[src/rtl/interval_color_segment_tree_defines.svh]
// Assertion macros for the interval color segment tree RTL.
`ifndef INTERVAL_COLOR_SEGMENT_TREE_DEFINES_SVH
`define INTERVAL_COLOR_SEGMENT_TREE_DEFINES_SVH
`ifndef SYNTH
`define ICST_ASSERT(lbl, clk, rstn, prop) \
  lbl: assert property (@(posedge clk) disable iff (!(rstn)) (prop)) \
    else $error("assertion failed");
`define ICST_NEVER(lbl, clk, rstn, cond) \
  lbl: assert property (@(posedge clk) disable iff (!(rstn)) !(cond)) \
    else $error("forbidden condition seen");
`else
`define ICST_ASSERT(lbl, clk, rstn, prop)
`define ICST_NEVER(lbl, clk, rstn, cond)
`endif
`endif

[src/rtl/icst_pkg.sv]
`default_nettype none
package icst_pkg;

  typedef enum logic [3:0] {
    ST_CLEAR, ST_IDLE, ST_START, ST_FETCH, ST_EVAL, ST_PUSH_L, ST_PUSH_R,
    ST_STEP, ST_PULL_RL, ST_PULL_RR, ST_PULL_WR, ST_DONE
  } state_e;

  typedef enum logic [1:0] {PH_LEFT, PH_RIGHT, PH_DONE} phase_e;
  typedef enum logic [1:0] {RD_TOP, RD_LEFT, RD_RIGHT} rd_sel_e;
  typedef enum logic [2:0] {WR_CLEAR, WR_PAINT, WR_LEFT, WR_RIGHT, WR_PULL} wr_sel_e;
  typedef enum logic {ACC_NODE, ACC_PEND} acc_sel_e;

  localparam logic ACT_PAINT = 1'b0;
  localparam logic ACT_QUERY = 1'b1;

  typedef struct packed {
    logic     clr_en;
    logic     load_en;
    logic     rd_en;
    rd_sel_e  rd_sel;
    logic     wr_en;
    wr_sel_e  wr_sel;
    logic     acc_en;
    acc_sel_e acc_sel;
    logic     phase_en;
    phase_e   phase_val;
    logic     push_en;
    logic     push_right;
    logic     pop_en;
    logic     hold_en;
    logic     out_en;
  } dp_cmd_t;

  typedef struct packed {
    logic   clr_last;
    logic   is_query;
    logic   skip;
    logic   covered;
    logic   pend_nz;
    logic   go_left;
    logic   go_right;
    phase_e phase;
    logic   last_frame;
    logic   out_free;
  } dp_stat_t;

endpackage
`default_nettype wire

[src/rtl/icst_ctrl.sv]
`default_nettype none
module icst_ctrl
  import icst_pkg::*;
(
  input  logic     clk_i,
  input  logic     rst_ni,
  input  logic     in_valid_i,
  output logic     in_stall_o,
  input  dp_stat_t stat_i,
  output dp_cmd_t  cmd_o
);

  state_e state_q, state_d;

  always_ff @(posedge clk_i or negedge rst_ni) begin
    if (!rst_ni) begin
      state_q <= ST_CLEAR;
    end else begin
      state_q <= state_d;
    end
  end

  always_comb begin
    state_d    = state_q;
    cmd_o      = '0;
    in_stall_o = 1'b1;
    case (state_q)
      ST_CLEAR: begin
        cmd_o.wr_en  = 1'b1;
        cmd_o.wr_sel = WR_CLEAR;
        cmd_o.clr_en = 1'b1;
        if (stat_i.clr_last) state_d = ST_IDLE;
      end
      ST_IDLE: begin
        in_stall_o = 1'b0;
        if (in_valid_i) begin
          cmd_o.load_en = 1'b1;
          state_d       = ST_START;
        end
      end
      ST_START: begin
        if (stat_i.skip) state_d = stat_i.is_query ? ST_DONE : ST_IDLE;
        else state_d = ST_FETCH;
      end
      ST_FETCH: begin
        cmd_o.rd_en  = 1'b1;
        cmd_o.rd_sel = RD_TOP;
        state_d      = ST_EVAL;
      end
      ST_EVAL: begin
        if (stat_i.is_query) begin
          if (stat_i.covered || stat_i.pend_nz) begin
            // a pending node is one solid color over its whole span
            cmd_o.acc_en  = 1'b1;
            cmd_o.acc_sel = stat_i.covered ? ACC_NODE : ACC_PEND;
            cmd_o.pop_en  = 1'b1;
            state_d       = stat_i.last_frame ? ST_DONE : ST_STEP;
          end else begin
            cmd_o.phase_en  = 1'b1;
            cmd_o.phase_val = PH_LEFT;
            state_d         = ST_STEP;
          end
        end else if (stat_i.covered) begin
          cmd_o.wr_en  = 1'b1;
          cmd_o.wr_sel = WR_PAINT;
          cmd_o.pop_en = 1'b1;
          state_d      = stat_i.last_frame ? ST_IDLE : ST_STEP;
        end else if (stat_i.pend_nz) begin
          state_d = ST_PUSH_L;
        end else begin
          cmd_o.phase_en  = 1'b1;
          cmd_o.phase_val = PH_LEFT;
          state_d         = ST_STEP;
        end
      end
      ST_PUSH_L: begin
        cmd_o.wr_en  = 1'b1;
        cmd_o.wr_sel = WR_LEFT;
        state_d      = ST_PUSH_R;
      end
      ST_PUSH_R: begin
        cmd_o.wr_en     = 1'b1;
        cmd_o.wr_sel    = WR_RIGHT;
        cmd_o.phase_en  = 1'b1;
        cmd_o.phase_val = PH_LEFT;
        state_d         = ST_STEP;
      end
      ST_STEP: begin
        case (stat_i.phase)
          PH_LEFT: begin
            cmd_o.phase_en  = 1'b1;
            cmd_o.phase_val = PH_RIGHT;
            if (stat_i.go_left) begin
              cmd_o.push_en = 1'b1;
              state_d       = ST_FETCH;
            end
          end
          PH_RIGHT: begin
            cmd_o.phase_en  = 1'b1;
            cmd_o.phase_val = PH_DONE;
            if (stat_i.go_right) begin
              cmd_o.push_en    = 1'b1;
              cmd_o.push_right = 1'b1;
              state_d          = ST_FETCH;
            end
          end
          default: begin
            if (stat_i.is_query) begin
              cmd_o.pop_en = 1'b1;
              state_d      = stat_i.last_frame ? ST_DONE : ST_STEP;
            end else begin
              state_d = ST_PULL_RL;
            end
          end
        endcase
      end
      ST_PULL_RL: begin
        cmd_o.rd_en  = 1'b1;
        cmd_o.rd_sel = RD_LEFT;
        state_d      = ST_PULL_RR;
      end
      ST_PULL_RR: begin
        cmd_o.rd_en   = 1'b1;
        cmd_o.rd_sel  = RD_RIGHT;
        cmd_o.hold_en = 1'b1;
        state_d       = ST_PULL_WR;
      end
      ST_PULL_WR: begin
        cmd_o.wr_en  = 1'b1;
        cmd_o.wr_sel = WR_PULL;
        cmd_o.pop_en = 1'b1;
        state_d      = stat_i.last_frame ? ST_IDLE : ST_STEP;
      end
      ST_DONE: begin
        // hold until the result slot frees up
        if (stat_i.out_free) begin
          cmd_o.out_en = 1'b1;
          state_d      = ST_IDLE;
        end
      end
      default: state_d = ST_IDLE;
    endcase
  end

endmodule
`default_nettype wire

[config.mk]
export PLATFORM = sky130hd
export DESIGN_NAME = icst_ctrl
export DESIGN_NICKNAME = d
export VERILOG_FILES = /design/src/rtl/interval_color_segment_tree_defines.svh /design/src/rtl/icst_pkg.sv /design/src/rtl/icst_ctrl.sv
export SDC_FILE = /design/constraint.sdc
export NUM_CORES = 1
export LEC_CHECK = 0
export BUFFER_PORTS_ARGS = -buffer_cell sky130_fd_sc_hd__buf_4
export CORE_UTILIZATION = 44
export DETAILED_ROUTE_END_ITERATION = 12
export PLACE_DENSITY = 0.75
export SETUP_SLACK_MARGIN = 0.15
export SLEW_MARGIN = 0
export SYNTH_ARGS = -nofsm -noshare
export SYNTH_HDL_FRONTEND = slang
export SYNTH_SLANG_ARGS = --single-unit
[constraint.sdc]
create_clock -name clk_i -period 1.75 [get_ports clk_i]
set_clock_uncertainty 0.05 [all_clocks]
set_input_delay 0 -clock clk_i [delete_from_list [all_inputs] [get_ports clk_i]]
set_output_delay 0 -clock clk_i [all_outputs]
set_load 0.02 [all_outputs]
==> reports/summary.txt, run 1 <==
SYNTHESIS
-----------------------------------------------------------------------------------------------
Netlist area before placement                                                           679 µm²
Count of synthesis-stage warnings from yosys                                                  0
Top area cells in the synthesized netlist                                          sky130_fd_sc_hd__dfrtp_1 15%, sky130_fd_sc_hd__buf_6 6.6%, sky130_fd_sc_hd__nand2_1 6.1%, sky130_fd_sc_hd__nor2_1 6.1%, sky130_fd_sc_hd__o21ai_0 5.9%
Area share of the largest cell type after synthesis                                       14.7%
Most instantiated flip-flop cell in the synthesis netlist                          sky130_fd_sc_hd__dfrtp_1
Post-Syn Area per Cell                                                                 7.38 µm²
Share of flip-flops with an asynchronous set or reset                                      100%
Number of register bits inferred by synthesis                                                 4
Distinct cell type count of the synthesized netlist                                          34
Number of enable flip-flop cells after synthesis                                              0
Synthesized instance count                                                                   92
Nets in the synthesized netlist                                                             106
Largest area contributor in the synthesized netlist                                sky130_fd_sc_hd__dfrtp_1
Share of synthesized area occupied by flip-flops and latches                              14.7%

GLOBAL ROUTE
-----------------------------------------------------------------------------------------------
Total routing usage reported by global routing                                            28.9%
Gr ovfl total                                                                                 0
Maximum number of pins on one net before global-route repair                                 18
Vias in the first global route                                                              717
Antenna violations before repair                                                              0
Wire length of the first global-routing pass                                            3170 µm

CTS
-----------------------------------------------------------------------------------------------
Clk root buf                                                                       sky130_fd_sc_hd__clkbuf_4
CTS sink count                                                                                4
Source-to-sink clock delay at the later pin of the worst-skew pair                      0.23 ns
Clock input transition at the sequential cells of the worst setup and hold paths        0.04 ns
TritonCTS clock tree                                                                      built
Clock buffer count from CTS                                                                   3
Count of H-tree levels built during CTS                                                       1
Maximum count of clock buffers along a single path                                            2

PLACEMENT
-----------------------------------------------------------------------------------------------
Number of I/O port buffers                                                                   33
Weighted congestion reported at the end of routability-driven placement                   0.970
HPWL after detailed placement                                                           1440 µm

STA
-----------------------------------------------------------------------------------------------
Worst hold margin                                                                     0.0411 ns
Final setup violation count                                                                   0
Hold violation count in the final report                                                      0
Rel. slew slack                                                                           76.5%
Total Neg Setup Slack                                                                      0 ns
Slew Viols, Final                                                                             0
Unrepaired setup endpoints after global routing                                             yes
Max Clock Freq                                                                          611 MHz
Final Cycle Share                                                                         93.5%
Post-layout minimum cycle time                                                          1.64 ns
Pin slew with the least headroom to its limit                                          0.351 ns

POWER AND IR DROP
-----------------------------------------------------------------------------------------------
Seq pwr share                                                                             10.2%
Switching portion of total power                                                          51.0%
Static leakage power                                                                   0.543 nW
Part of the total power dissipated in the clock network                                    5.6%
Int Power                                                                               1.01 mW
Relative contribution of combinational cells to total power                               84.2%
Power per Cell Area                                                                 1730 mW/mm²
Switch Pwr                                                                              1.05 mW
VDD IR max                                                                             0.965 mV

SETUP PATH
-----------------------------------------------------------------------------------------------
Critical Path End Type                                                              output port
Reg-to-Reg End                                                                     state_q[1]$_DFFE_PN0P_
Crit-path leading delay family                                                     simple AND/OR/NAND/NOR gates
WP buf/inv                                                                                    4
Setup Crit Path Kind                                                               register to output port
Maximum fanout along the worst path                                                           3
Reg-to-reg setup timing slack                                                           0.11 ns
CP endpoint                                                                           cmd_o[17]
Critical Path, Cell by Cell                                                        buf_6 > inv_4 > buf_6 > nand2_4 > or3_4 > nor2_4 > buf_6
Slowest cell delay on critical path                                                     0.43 ns
Setup crit start                                                                   state_q[1]$_DFFE_PN0P_
Crit path launch type                                                                  register
Reg2Reg Depth                                                                                 6
Logic depth of the worst setup path including buffers                                         7
Worst path required time                                                                1.70 ns
Arrival time at the worst endpoint                                                      1.59 ns
R2R Path Start                                                                     state_q[1]$_DFFE_PN0P_
Worst-path cell with the longest stage delay                                       sky130_fd_sc_hd__dfrtp_2
Most repeated library cell on the critical path                                    sky130_fd_sc_hd__buf_6

FINAL LAYOUT
-----------------------------------------------------------------------------------------------
Sequential cell area                                                                    105 µm²
Area delta synth->final                                                                   75.0%
Share of cells above drive strength 1                                                     58.6%
Layout net count                                                                            156
Largest registers                                                                  state_q: 4 flops
Largest reg by FF count                                                                 state_q
Area used by multi-input combinational logic                                            573 µm²
Final Core Density                                                                        87.0%
Diode insertion count for antenna repair                                                      0
Max FFs per register                                                                          4
Number of fill cells in the layout                                                           70

DRT
-----------------------------------------------------------------------------------------------
DRT antenna net count                                                                         0
DR pass1 iterations                                                                           4
Via density per instance                                                                   6.01
Residual DRC                                                                                  0
Vias after detailed routing                                                                 931
Post-DR wirelength/cell                                                                 17.9 µm
DRC marker count from the first detailed-route iteration                                     48
Detailed-route wire length                                                              2780 µm

OUTCOME
-----------------------------------------------------------------------------------------------
Result of the run                                                                  finished, final reports clean

WORST HOLD PATH
-----------------------------------------------------------------------------------------------
Class of the worst hold path                                                       input pin to asynchronous set/reset pin

DIE
-----------------------------------------------------------------------------------------------
Floorplan row count                                                                          13
Die Ht                                                                                  41.3 µm
Die extent in x                                                                         41.3 µm
Initial standard-cell utilization of the core                                             49.7%
Die Footprint                                                                       0.00171 mm²
IO Pins                                                                                      34
Core footprint                                                                      0.00137 mm²

JOB
-----------------------------------------------------------------------------------------------
Max-cap violations                                                                            0

-- per-layer routing --
layer  global-route usage [%]  vias to the layer above  routed length, µm  share of wire (%)
li1                         -                      428                  -                  -
met4                     12.1                        0                 94                3.4
met1                     32.7                      431               1110                 40
met2                     53.5                       60               1390                 50
met5                        0                        -                  0                  0
met3                     3.72                       12                176                6.3
-- logic make-up (layout without fill, tap and decap cells) --
group / after synthesis / in the layout / synth area share, %
AOI/OAI and AO/OA: 31 / 31 / 32.4
buffers and inverters: 15 / 63 / 15.3
DFF: 4 / 4 / 14.7
muxes: 2 / 2 / 2.95
and+or+nand+nor: 40 / 40 / 34.6
-- area by class of cell --
type	count	share of cell area, %
inverter	7	2.63
timing repair buffer	53	36.8
multi-input combinational	73	48.2
clock buffer	3	1.89
tap	15	1.58
sequential	4	8.84
-- power by group through the flow --
stage | Combinational, mW | Sequential, mW | Clock (mW)
after floorplan | 0.927 | 0.177 | 0
after global placement | 1.18 | 0.214 | 0
after detailed placement | 1.18 | 0.216 | 0
after CTS | 1.48 | 0.194 | 0.114
after global routing | 1.83 | 0.211 | 0.124
final | 1.73 | 0.209 | 0.115
-- worst min-delay path by stage --
stage	from	end
2_1_floorplan	rst_ni	state_q[0]$_DFFE_PN0P_
3_3_place_gp	rst_ni	state_q[0]$_DFFE_PN0P_
3_5_place_dp	rst_ni	state_q[2]$_DFFE_PN0P_
4_1_cts	rst_ni	state_q[1]$_DFFE_PN0P_
5_1_grt	rst_ni	state_q[1]$_DFFE_PN0P_
6_report	rst_ni	state_q[1]$_DFFE_PN0P_
-- cell usage in the layout, fill, tap and decap left out, types with 2 or more instances in the layout --
master and count:
sky130_fd_sc_hd__dfrtp_2 4, sky130_fd_sc_hd__mux2i_1 2, sky130_fd_sc_hd__o21ai_1 2, sky130_fd_sc_hd__clkbuf_4 3, sky130_fd_sc_hd__a31oi_1 4, sky130_fd_sc_hd__buf_4 43, sky130_fd_sc_hd__o21ai_0 6, sky130_fd_sc_hd__or3_4 3
sky130_fd_sc_hd__inv_1 4, sky130_fd_sc_hd__nor2_1 9, sky130_fd_sc_hd__nand3_1 2, sky130_fd_sc_hd__a21oi_1 7, sky130_fd_sc_hd__inv_4 2, sky130_fd_sc_hd__nor3_1 2, sky130_fd_sc_hd__buf_6 8, sky130_fd_sc_hd__o211ai_1 3
sky130_fd_sc_hd__nand2_1 8, sky130_fd_sc_hd__or3_1 3, sky130_fd_sc_hd__nand2_4 3
-- cells in the mapped netlist, types with 3 or more instances --
cell	count
sky130_fd_sc_hd__a21oi_1	7
sky130_fd_sc_hd__a31oi_1	4
sky130_fd_sc_hd__buf_6	4
sky130_fd_sc_hd__dfrtp_1	4
sky130_fd_sc_hd__inv_1	4
sky130_fd_sc_hd__inv_2	3
sky130_fd_sc_hd__nand2_1	11
sky130_fd_sc_hd__nor2_1	11
sky130_fd_sc_hd__nor3_1	3
sky130_fd_sc_hd__o211ai_1	3
sky130_fd_sc_hd__o21ai_0	8
sky130_fd_sc_hd__or3_1	5
-- what timing repair did --
action	CTS	global route
gates resized for setup	16	19
gates cloned	0	0
hold buffers	1	0
hold endpoints to repair	4	0
buffers inserted	10	3
pin swaps	2	7
endpoints found under the setup margin	9	11
-- stage by stage --
step	worst slack, ns	cells	total power, mW	area (µm²)
floorplan	0.183	92	1.10	688
global placement	0.146	138	1.40	922
detailed placement	0.0954	138	1.40	922
CTS	0.128	152	1.79	1090
global route	0.0538	155	2.17	1190
finish	0.114	155	2.05	1190
(Power assumes the default switching activity.)
==> run 2, diff against run 1 <==
RECOVER_POWER = 25   (was unset)
==> run 2 against run 1 <==
Compared with the run above:
- cell count did not move
- register-to-register slack hardly changed
- via count rose by 1.1%
- critical path type unchanged
- utilization down 0.82 points
- clock power about the same
- first-iteration DRC count is the same
- maximum frequency hardly changed
- cell area decreased by 0.95%
- sequential power is essentially flat
- die area did not move
- wire length grew 0.18%
==> reports/summary.txt, run 2 (synthesized netlist as in run 1, its figures left out) <==
OUTCOME
-----------------------------------------------------------------------------------------------
Result of the run                                                                  finished, final reports clean   unchanged

CTS
-----------------------------------------------------------------------------------------------
Clock buffer count from CTS                                                                   3   unchanged
Count of H-tree levels built during CTS                                                       1   unchanged
Clock input transition at the sequential cells of the worst setup and hold paths        0.04 ns   about the same
Clk root buf                                                                       sky130_fd_sc_hd__clkbuf_4   unchanged
TritonCTS clock tree                                                                      built   unchanged
Maximum count of clock buffers along a single path                                            2   unchanged
Source-to-sink clock delay at the later pin of the worst-skew pair                      0.23 ns   about the same
CTS sink count                                                                                4   unchanged

POWER AND IR DROP
-----------------------------------------------------------------------------------------------
Switching portion of total power                                                          51.4%   was 51.0%
Total power draw                                                                        2.04 mW   was 2.05 mW
Seq pwr share                                                                             10.2%   about the same
VDD IR max                                                                             0.956 mV   was 0.965 mV
Relative contribution of combinational cells to total power                               84.2%   about the same
Int Power                                                                              0.989 mW   was 1.01 mW
Power per Cell Area                                                                 1730 mW/mm²   about the same
Part of the total power dissipated in the clock network                                    5.6%   about the same
Static leakage power                                                                   0.531 nW   was 0.543 nW
Switch Pwr                                                                              1.05 mW   about the same

STA
-----------------------------------------------------------------------------------------------
Post-layout minimum cycle time                                                          1.64 ns   about the same
Rel. slew slack                                                                           75.8%   was 76.5%
Hold violation count in the final report                                                      0   unchanged
Pin slew with the least headroom to its limit                                          0.362 ns   was 0.351 ns
Slew Viols, Final                                                                             0   unchanged
Max Clock Freq                                                                          611 MHz   about the same
Final setup violation count                                                                   0   unchanged
Total Neg Setup Slack                                                                      0 ns   unchanged
Final Cycle Share                                                                         93.6%   was 93.5%
Unrepaired setup endpoints after global routing                                             yes   unchanged

GLOBAL ROUTE
-----------------------------------------------------------------------------------------------
Vias in the first global route                                                              717   unchanged
Antenna violations before repair                                                              0   unchanged
Maximum number of pins on one net before global-route repair                                 18   unchanged
Total routing usage reported by global routing                                            28.9%   unchanged
Gr ovfl total                                                                                 0   unchanged
Wire length of the first global-routing pass                                            3170 µm   unchanged

DIE
-----------------------------------------------------------------------------------------------
IO Pins                                                                                      34   unchanged
Core footprint                                                                      0.00137 mm²   unchanged
Die extent in x                                                                         41.3 µm   unchanged
Die Ht                                                                                  41.3 µm   unchanged
Floorplan row count                                                                          13   unchanged
Initial standard-cell utilization of the core                                             49.7%   unchanged
Die Footprint                                                                       0.00171 mm²   unchanged

DRT
-----------------------------------------------------------------------------------------------
Via density per instance                                                                   6.07   was 6.01
Vias after detailed routing                                                                 941   was 931
DRC marker count from the first detailed-route iteration                                     48   unchanged
Detailed-route wire length                                                              2780 µm   about the same
Residual DRC                                                                                  0   unchanged
DRT antenna net count                                                                         0   unchanged
Post-DR wirelength/cell                                                                 18.0 µm   was 17.9 µm
DR pass1 iterations                                                                           4   unchanged

FINAL LAYOUT
-----------------------------------------------------------------------------------------------
Area delta synth->final                                                                   73.3%   was 75.0%
Share of cells above drive strength 1                                                     56.4%   was 58.6%
Highest-count cells in the layout ignoring fill and taps                           40 x sky130_fd_sc_hd__buf_4, 9 x sky130_fd_sc_hd__nor2_1, 8 x sky130_fd_sc_hd__nand2_1, 8 x sky130_fd_sc_hd__buf_6, 7 x sky130_fd_sc_hd__a21oi_1   was 43 x sky130_fd_sc_hd__buf_4, 9 x sky130_fd_sc_hd__nor2_1, 8 x sky130_fd_sc_hd__nand2_1, 8 x sky130_fd_sc_hd__buf_6, 7 x sky130_fd_sc_hd__a21oi_1
Final Core Density                                                                        86.2%   was 87.0%
Sequential cell area                                                                    105 µm²   unchanged
Number of fill cells in the layout                                                           72   was 70
Max FFs per register                                                                          4   unchanged
Layout net count                                                                            156   unchanged
Diode insertion count for antenna repair                                                      0   unchanged
Largest registers                                                                  state_q: 4 flops   unchanged
Cell area after layout                                                              0.00118 mm²   was 0.00119 mm²
Final non-filler cell total                                                                 155   unchanged
Most common cell after layout, fill and taps aside                                 sky130_fd_sc_hd__buf_4   unchanged
Area used by multi-input combinational logic                                            573 µm²   unchanged
Largest reg by FF count                                                                 state_q   unchanged

PLACEMENT
-----------------------------------------------------------------------------------------------
HPWL after detailed placement                                                           1440 µm   unchanged
Number of I/O port buffers                                                                   33   unchanged
Placed cell count                                                                           138   unchanged
Weighted congestion reported at the end of routability-driven placement                   0.970   unchanged
Placed Instance Area                                                                    922 µm²   unchanged

WORST HOLD PATH
-----------------------------------------------------------------------------------------------
Class of the worst hold path                                                       input pin to asynchronous set/reset pin   unchanged

SETUP PATH
-----------------------------------------------------------------------------------------------
Arrival time at the worst endpoint                                                      1.59 ns   about the same
Maximum fanout along the worst path                                                          17   was 3
Slowest cell delay on critical path                                                     0.45 ns   was 0.43 ns
Crit path launch type                                                                  register   unchanged
Worst path required time                                                                1.70 ns   about the same
Setup Crit Path Kind                                                               register to output port   unchanged
Crit-path leading delay family                                                       flip-flops   was simple AND/OR/NAND/NOR gates
Critical Path End Type                                                              output port   unchanged
WP buf/inv                                                                                    2   was 4
Critical Path, Cell by Cell                                                        buf_8 > or3_4 > o21ai_1 > buf_4   was buf_6 > inv_4 > buf_6 > nand2_4 > or3_4 > nor2_4 > buf_6
Worst-path cell with the longest stage delay                                       sky130_fd_sc_hd__dfrtp_2   unchanged

JOB
-----------------------------------------------------------------------------------------------
Max-cap violations                                                                            0   unchanged

run 2: repair_timing:
action                     4_1_cts  5_1_grt
setup endpoints to repair        9       11
resized for setup               16       19
hold endpoints to repair         4        0
gates cloned                     0        0
pin swaps                        2        7
setup buffers                   10        3
hold buffers                     1        0
run 2: path summary, 6_finish.rpt:
path                                        start                      to  slack [ns]  cells after the start
max                        state_q[0]$_DFFE_PN0P_                cmd_o[2]        0.11                      4
min                                        rst_ni  state_q[1]$_DFFE_PN0P_        0.08                      2
max reg2reg                state_q[3]$_DFFE_PN0P_  state_q[1]$_DFFE_PN0P_        0.11                      6
min reg2reg                state_q[2]$_DFFE_PN0P_  state_q[3]$_DFFE_PN0P_        0.67                      2
max in group asynchronous                  rst_ni  state_q[0]$_DFFE_PN0P_        1.36                      2
min in group clk_i                      stat_i[1]  state_q[2]$_DFFE_PN0P_        0.13                      4
run 2: power groups by stage:
| stage | Clock [mW] | Combinational (mW) | Sequential [mW] |
|---|---|---|---|
| finish | 0.115 | 1.71 | 0.208 |
| CTS | 0.114 | 1.48 | 0.194 |
| global placement | 0 | 1.18 | 0.214 |
| floorplan | 0 | 0.927 | 0.177 |
| global route | 0.124 | 1.82 | 0.211 |
| detailed placement | 0 | 1.18 | 0.216 |
run 2: cell type report:
cell class                      count  area share (%)
Multi-Input combinational cell     73            48.7
Sequential cell                     4            8.93
Inverter                            7            2.66
Tap cell                           15            1.59
Timing Repair Buffer               53            36.2
Clock buffer                        3            1.91
run 2: per-stage QoR:
step	setup WS, ns	hold WS [ns]
after floorplan	0.183	-0.346
after global placement	0.146	-0.253
after detailed placement	0.0954	-0.253
after CTS	0.128	0.0476
after global routing	0.0539	0.0816
final	0.113	0.0763
run 2: per-layer routing:
metal / share of wire [%] / GRT usage [%] / vias up
li1: - / - / 428
met1: 40 / 32.7 / 432
met2: 49 / 53.5 / 65
met3: 6.1 / 3.72 / 16
met4: 4.1 / 12.1 / 0
met5: 0 / 0 / -
==> run 3, diff against run 2 <==
PLACE_DENSITY = 0.85   (was 0.75)
==> run 3 against run 2 <==
Compared with the run above:
- sequential power rose by 7%
- critical endpoint unchanged
- non-clock buffer count is 2 higher
- maximum frequency about the same
- register-to-register slack about the same
- wire length down 11%
==> reports/summary.txt, run 3 (synthesized netlist as in run 1, its figures left out) <==
OUTCOME
-----------------------------------------------------------------------------------------------
Result of the run                                                                  finished, final reports clean   unchanged

FINAL LAYOUT
-----------------------------------------------------------------------------------------------
Layout net count                                                                            158   was 156
Diode insertion count for antenna repair                                                      0   unchanged
Share of cells above drive strength 1                                                     54.9%   was 56.4%
Most common cell after layout, fill and taps aside                                 sky130_fd_sc_hd__buf_4   unchanged
Cell area after layout                                                              0.00112 mm²   was 0.00118 mm²
Area delta synth->final                                                                   65.4%   was 73.3%
Final Core Density                                                                        82.2%   was 86.2%
Highest-count cells in the layout ignoring fill and taps                           46 x sky130_fd_sc_hd__buf_4, 11 x sky130_fd_sc_hd__nand2_1, 10 x sky130_fd_sc_hd__nor2_1   was 40 x sky130_fd_sc_hd__buf_4, 9 x sky130_fd_sc_hd__nor2_1, 8 x sky130_fd_sc_hd__nand2_1, 8 x sky130_fd_sc_hd__buf_6, 7 x sky130_fd_sc_hd__a21oi_1
Max FFs per register                                                                          4   unchanged
Largest reg by FF count                                                                 state_q   unchanged
Largest registers                                                                  state_q: 4 flops   unchanged

STA
-----------------------------------------------------------------------------------------------
Rel. slew slack                                                                           77.9%   was 75.8%
Post-layout minimum cycle time                                                          1.64 ns   about the same
Final Cycle Share                                                                         93.6%   about the same
Slew Viols, Final                                                                             0   unchanged
Final setup violation count                                                                   0   unchanged
Total Neg Setup Slack                                                                      0 ns   unchanged
Unrepaired setup endpoints after global routing                                             yes   unchanged
Hold violation count in the final report                                                      0   unchanged
Pin slew with the least headroom to its limit                                          0.328 ns   was 0.362 ns
Max Clock Freq                                                                          611 MHz   about the same

DRT
-----------------------------------------------------------------------------------------------
Via density per instance                                                                   5.68   was 6.07
DRT antenna net count                                                                         0   unchanged
Detailed-route wire length                                                              2470 µm   was 2780 µm
Residual DRC                                                                                  0   unchanged
DR pass1 iterations                                                                           4   unchanged
DRC marker count from the first detailed-route iteration                                     38   was 48
Post-DR wirelength/cell                                                                 15.7 µm   was 18.0 µm
Vias after detailed routing                                                                 891   was 941

DIE
-----------------------------------------------------------------------------------------------
Core footprint                                                                      0.00137 mm²   unchanged
Die extent in x                                                                         41.3 µm   unchanged
Floorplan row count                                                                          13   unchanged
Initial standard-cell utilization of the core                                             49.7%   unchanged
IO Pins                                                                                      34   unchanged
Die Ht                                                                                  41.3 µm   unchanged
Die Footprint                                                                       0.00171 mm²   unchanged

GLOBAL ROUTE
-----------------------------------------------------------------------------------------------
Wire length of the first global-routing pass                                            3590 µm   was 3170 µm
Antenna violations before repair                                                              0   unchanged
Maximum number of pins on one net before global-route repair                                 13   was 18
Vias in the first global route                                                              787   was 717
Total routing usage reported by global routing                                            32.9%   was 28.9%
Gr ovfl total                                                                                 0   unchanged

CTS
-----------------------------------------------------------------------------------------------
Count of H-tree levels built during CTS                                                       1   unchanged
Clk root buf                                                                       sky130_fd_sc_hd__clkbuf_4   unchanged
Clock buffer count from CTS                                                                   3   unchanged
Source-to-sink clock delay at the later pin of the worst-skew pair                      0.24 ns   was 0.23 ns
CTS sink count                                                                                4   unchanged
Clock input transition at the sequential cells of the worst setup and hold paths        0.04 ns   about the same
TritonCTS clock tree                                                                      built   unchanged
Maximum count of clock buffers along a single path                                            2   unchanged

PLACEMENT
-----------------------------------------------------------------------------------------------
Placed Instance Area                                                                    915 µm²   was 922 µm²
HPWL after detailed placement                                                           1570 µm   was 1440 µm
Number of I/O port buffers                                                                   33   unchanged
Weighted congestion reported at the end of routability-driven placement                   0.936   was 0.970

SETUP PATH
-----------------------------------------------------------------------------------------------
Crit path launch type                                                                  register   unchanged
Worst path required time                                                                1.70 ns   about the same
Maximum fanout along the worst path                                                           5   was 17
Arrival time at the worst endpoint                                                      1.59 ns   about the same
Setup Crit Path Kind                                                               register to output port   unchanged
Critical Path End Type                                                              output port   unchanged

POWER AND IR DROP
-----------------------------------------------------------------------------------------------
Power per Cell Area                                                                 1680 mW/mm²   was 1730 mW/mm²
VDD IR max                                                                              1.05 mV   was 0.956 mV
Static leakage power                                                                   0.519 nW   was 0.531 nW

WORST HOLD PATH
-----------------------------------------------------------------------------------------------
Class of the worst hold path                                                       input pin to asynchronous set/reset pin   unchanged

JOB
-----------------------------------------------------------------------------------------------
Max-cap violations                                                                            0   unchanged

[run 3: final timing paths]
path / cells after the start / slack (ns) / from / endpoint
setup / recovery: 6 / 0.11 / state_q[2]$_DFFE_PN0P_ / cmd_o[2]
hold / removal: 2 / 0.06 / rst_ni / state_q[2]$_DFFE_PN0P_
setup reg to reg: 6 / 0.12 / state_q[2]$_DFFE_PN0P_ / state_q[1]$_DFFE_PN0P_
hold reg to reg: 2 / 0.71 / state_q[1]$_DFFE_PN0P_ / state_q[1]$_DFFE_PN0P_
max in group asynchronous: 2 / 1.39 / rst_ni / state_q[3]$_DFFE_PN0P_
min in group clk_i: 4 / 0.13 / stat_i[1] / state_q[2]$_DFFE_PN0P_
[run 3: per-stage QoR]
stage	hold WS [ns]	instances	total power [mW]	setup slack (ns)
3_3_place_gp	-0.255	137	1.36	0.184
3_5_place_dp	-0.254	137	1.38	0.130
6_report	0.0630	157	1.89	0.113
5_1_grt	0.102	157	2.01	0.0547
4_1_cts	0.0403	151	1.70	0.142
2_1_floorplan	-0.346	92	1.10	0.183
[run 3: where the power goes]
group | total (mW) | leakage [nW] | switching [mW] | internal [mW]
logic | 1.55 | 0.461 | 0.830 | 0.719
registers | 0.222 | 0.0441 | 0.0744 | 0.148
clock network | 0.118 | 0.0138 | 0.0409 | 0.0769
[run 3: final cells by class]
class,instances,area (µm²)
well taps,15,18.8
inverters,7,28.8
flip-flops and latches,4,105
repair buffers,55,423
clock buffers,3,22.5
fillers,94,243
multi-input cells,73,526
[run 3: what timing repair did]
| action | CTS | global route |
|---|---|---|
| endpoints found under the setup margin | 6 | 16 |
| resized for setup | 9 | 13 |
| hold buffers | 1 | 0 |
| pin swaps | 1 | 3 |
| buffers inserted | 10 | 6 |
| endpoints found under the hold margin | 4 | 0 |
[run 3: metal layers]
layer / global-route usage [%] / routed length [µm]
met5: 0 / 0
met4: 17.7 / 52
met3: 5.85 / 147
met2: 53.9 / 1270
met1: 40.5 / 995
[run 3: critical path: stages (launching register included)]
cell and delay [ns]:
sky130_fd_sc_hd__dfrtp_2 0.43, sky130_fd_sc_hd__buf_6 0.14, sky130_fd_sc_hd__or2b_4 0.27, sky130_fd_sc_hd__o32ai_2 0.17
sky130_fd_sc_hd__nand2_1 0.09, sky130_fd_sc_hd__o21ai_1 0.09, sky130_fd_sc_hd__buf_4 0.16
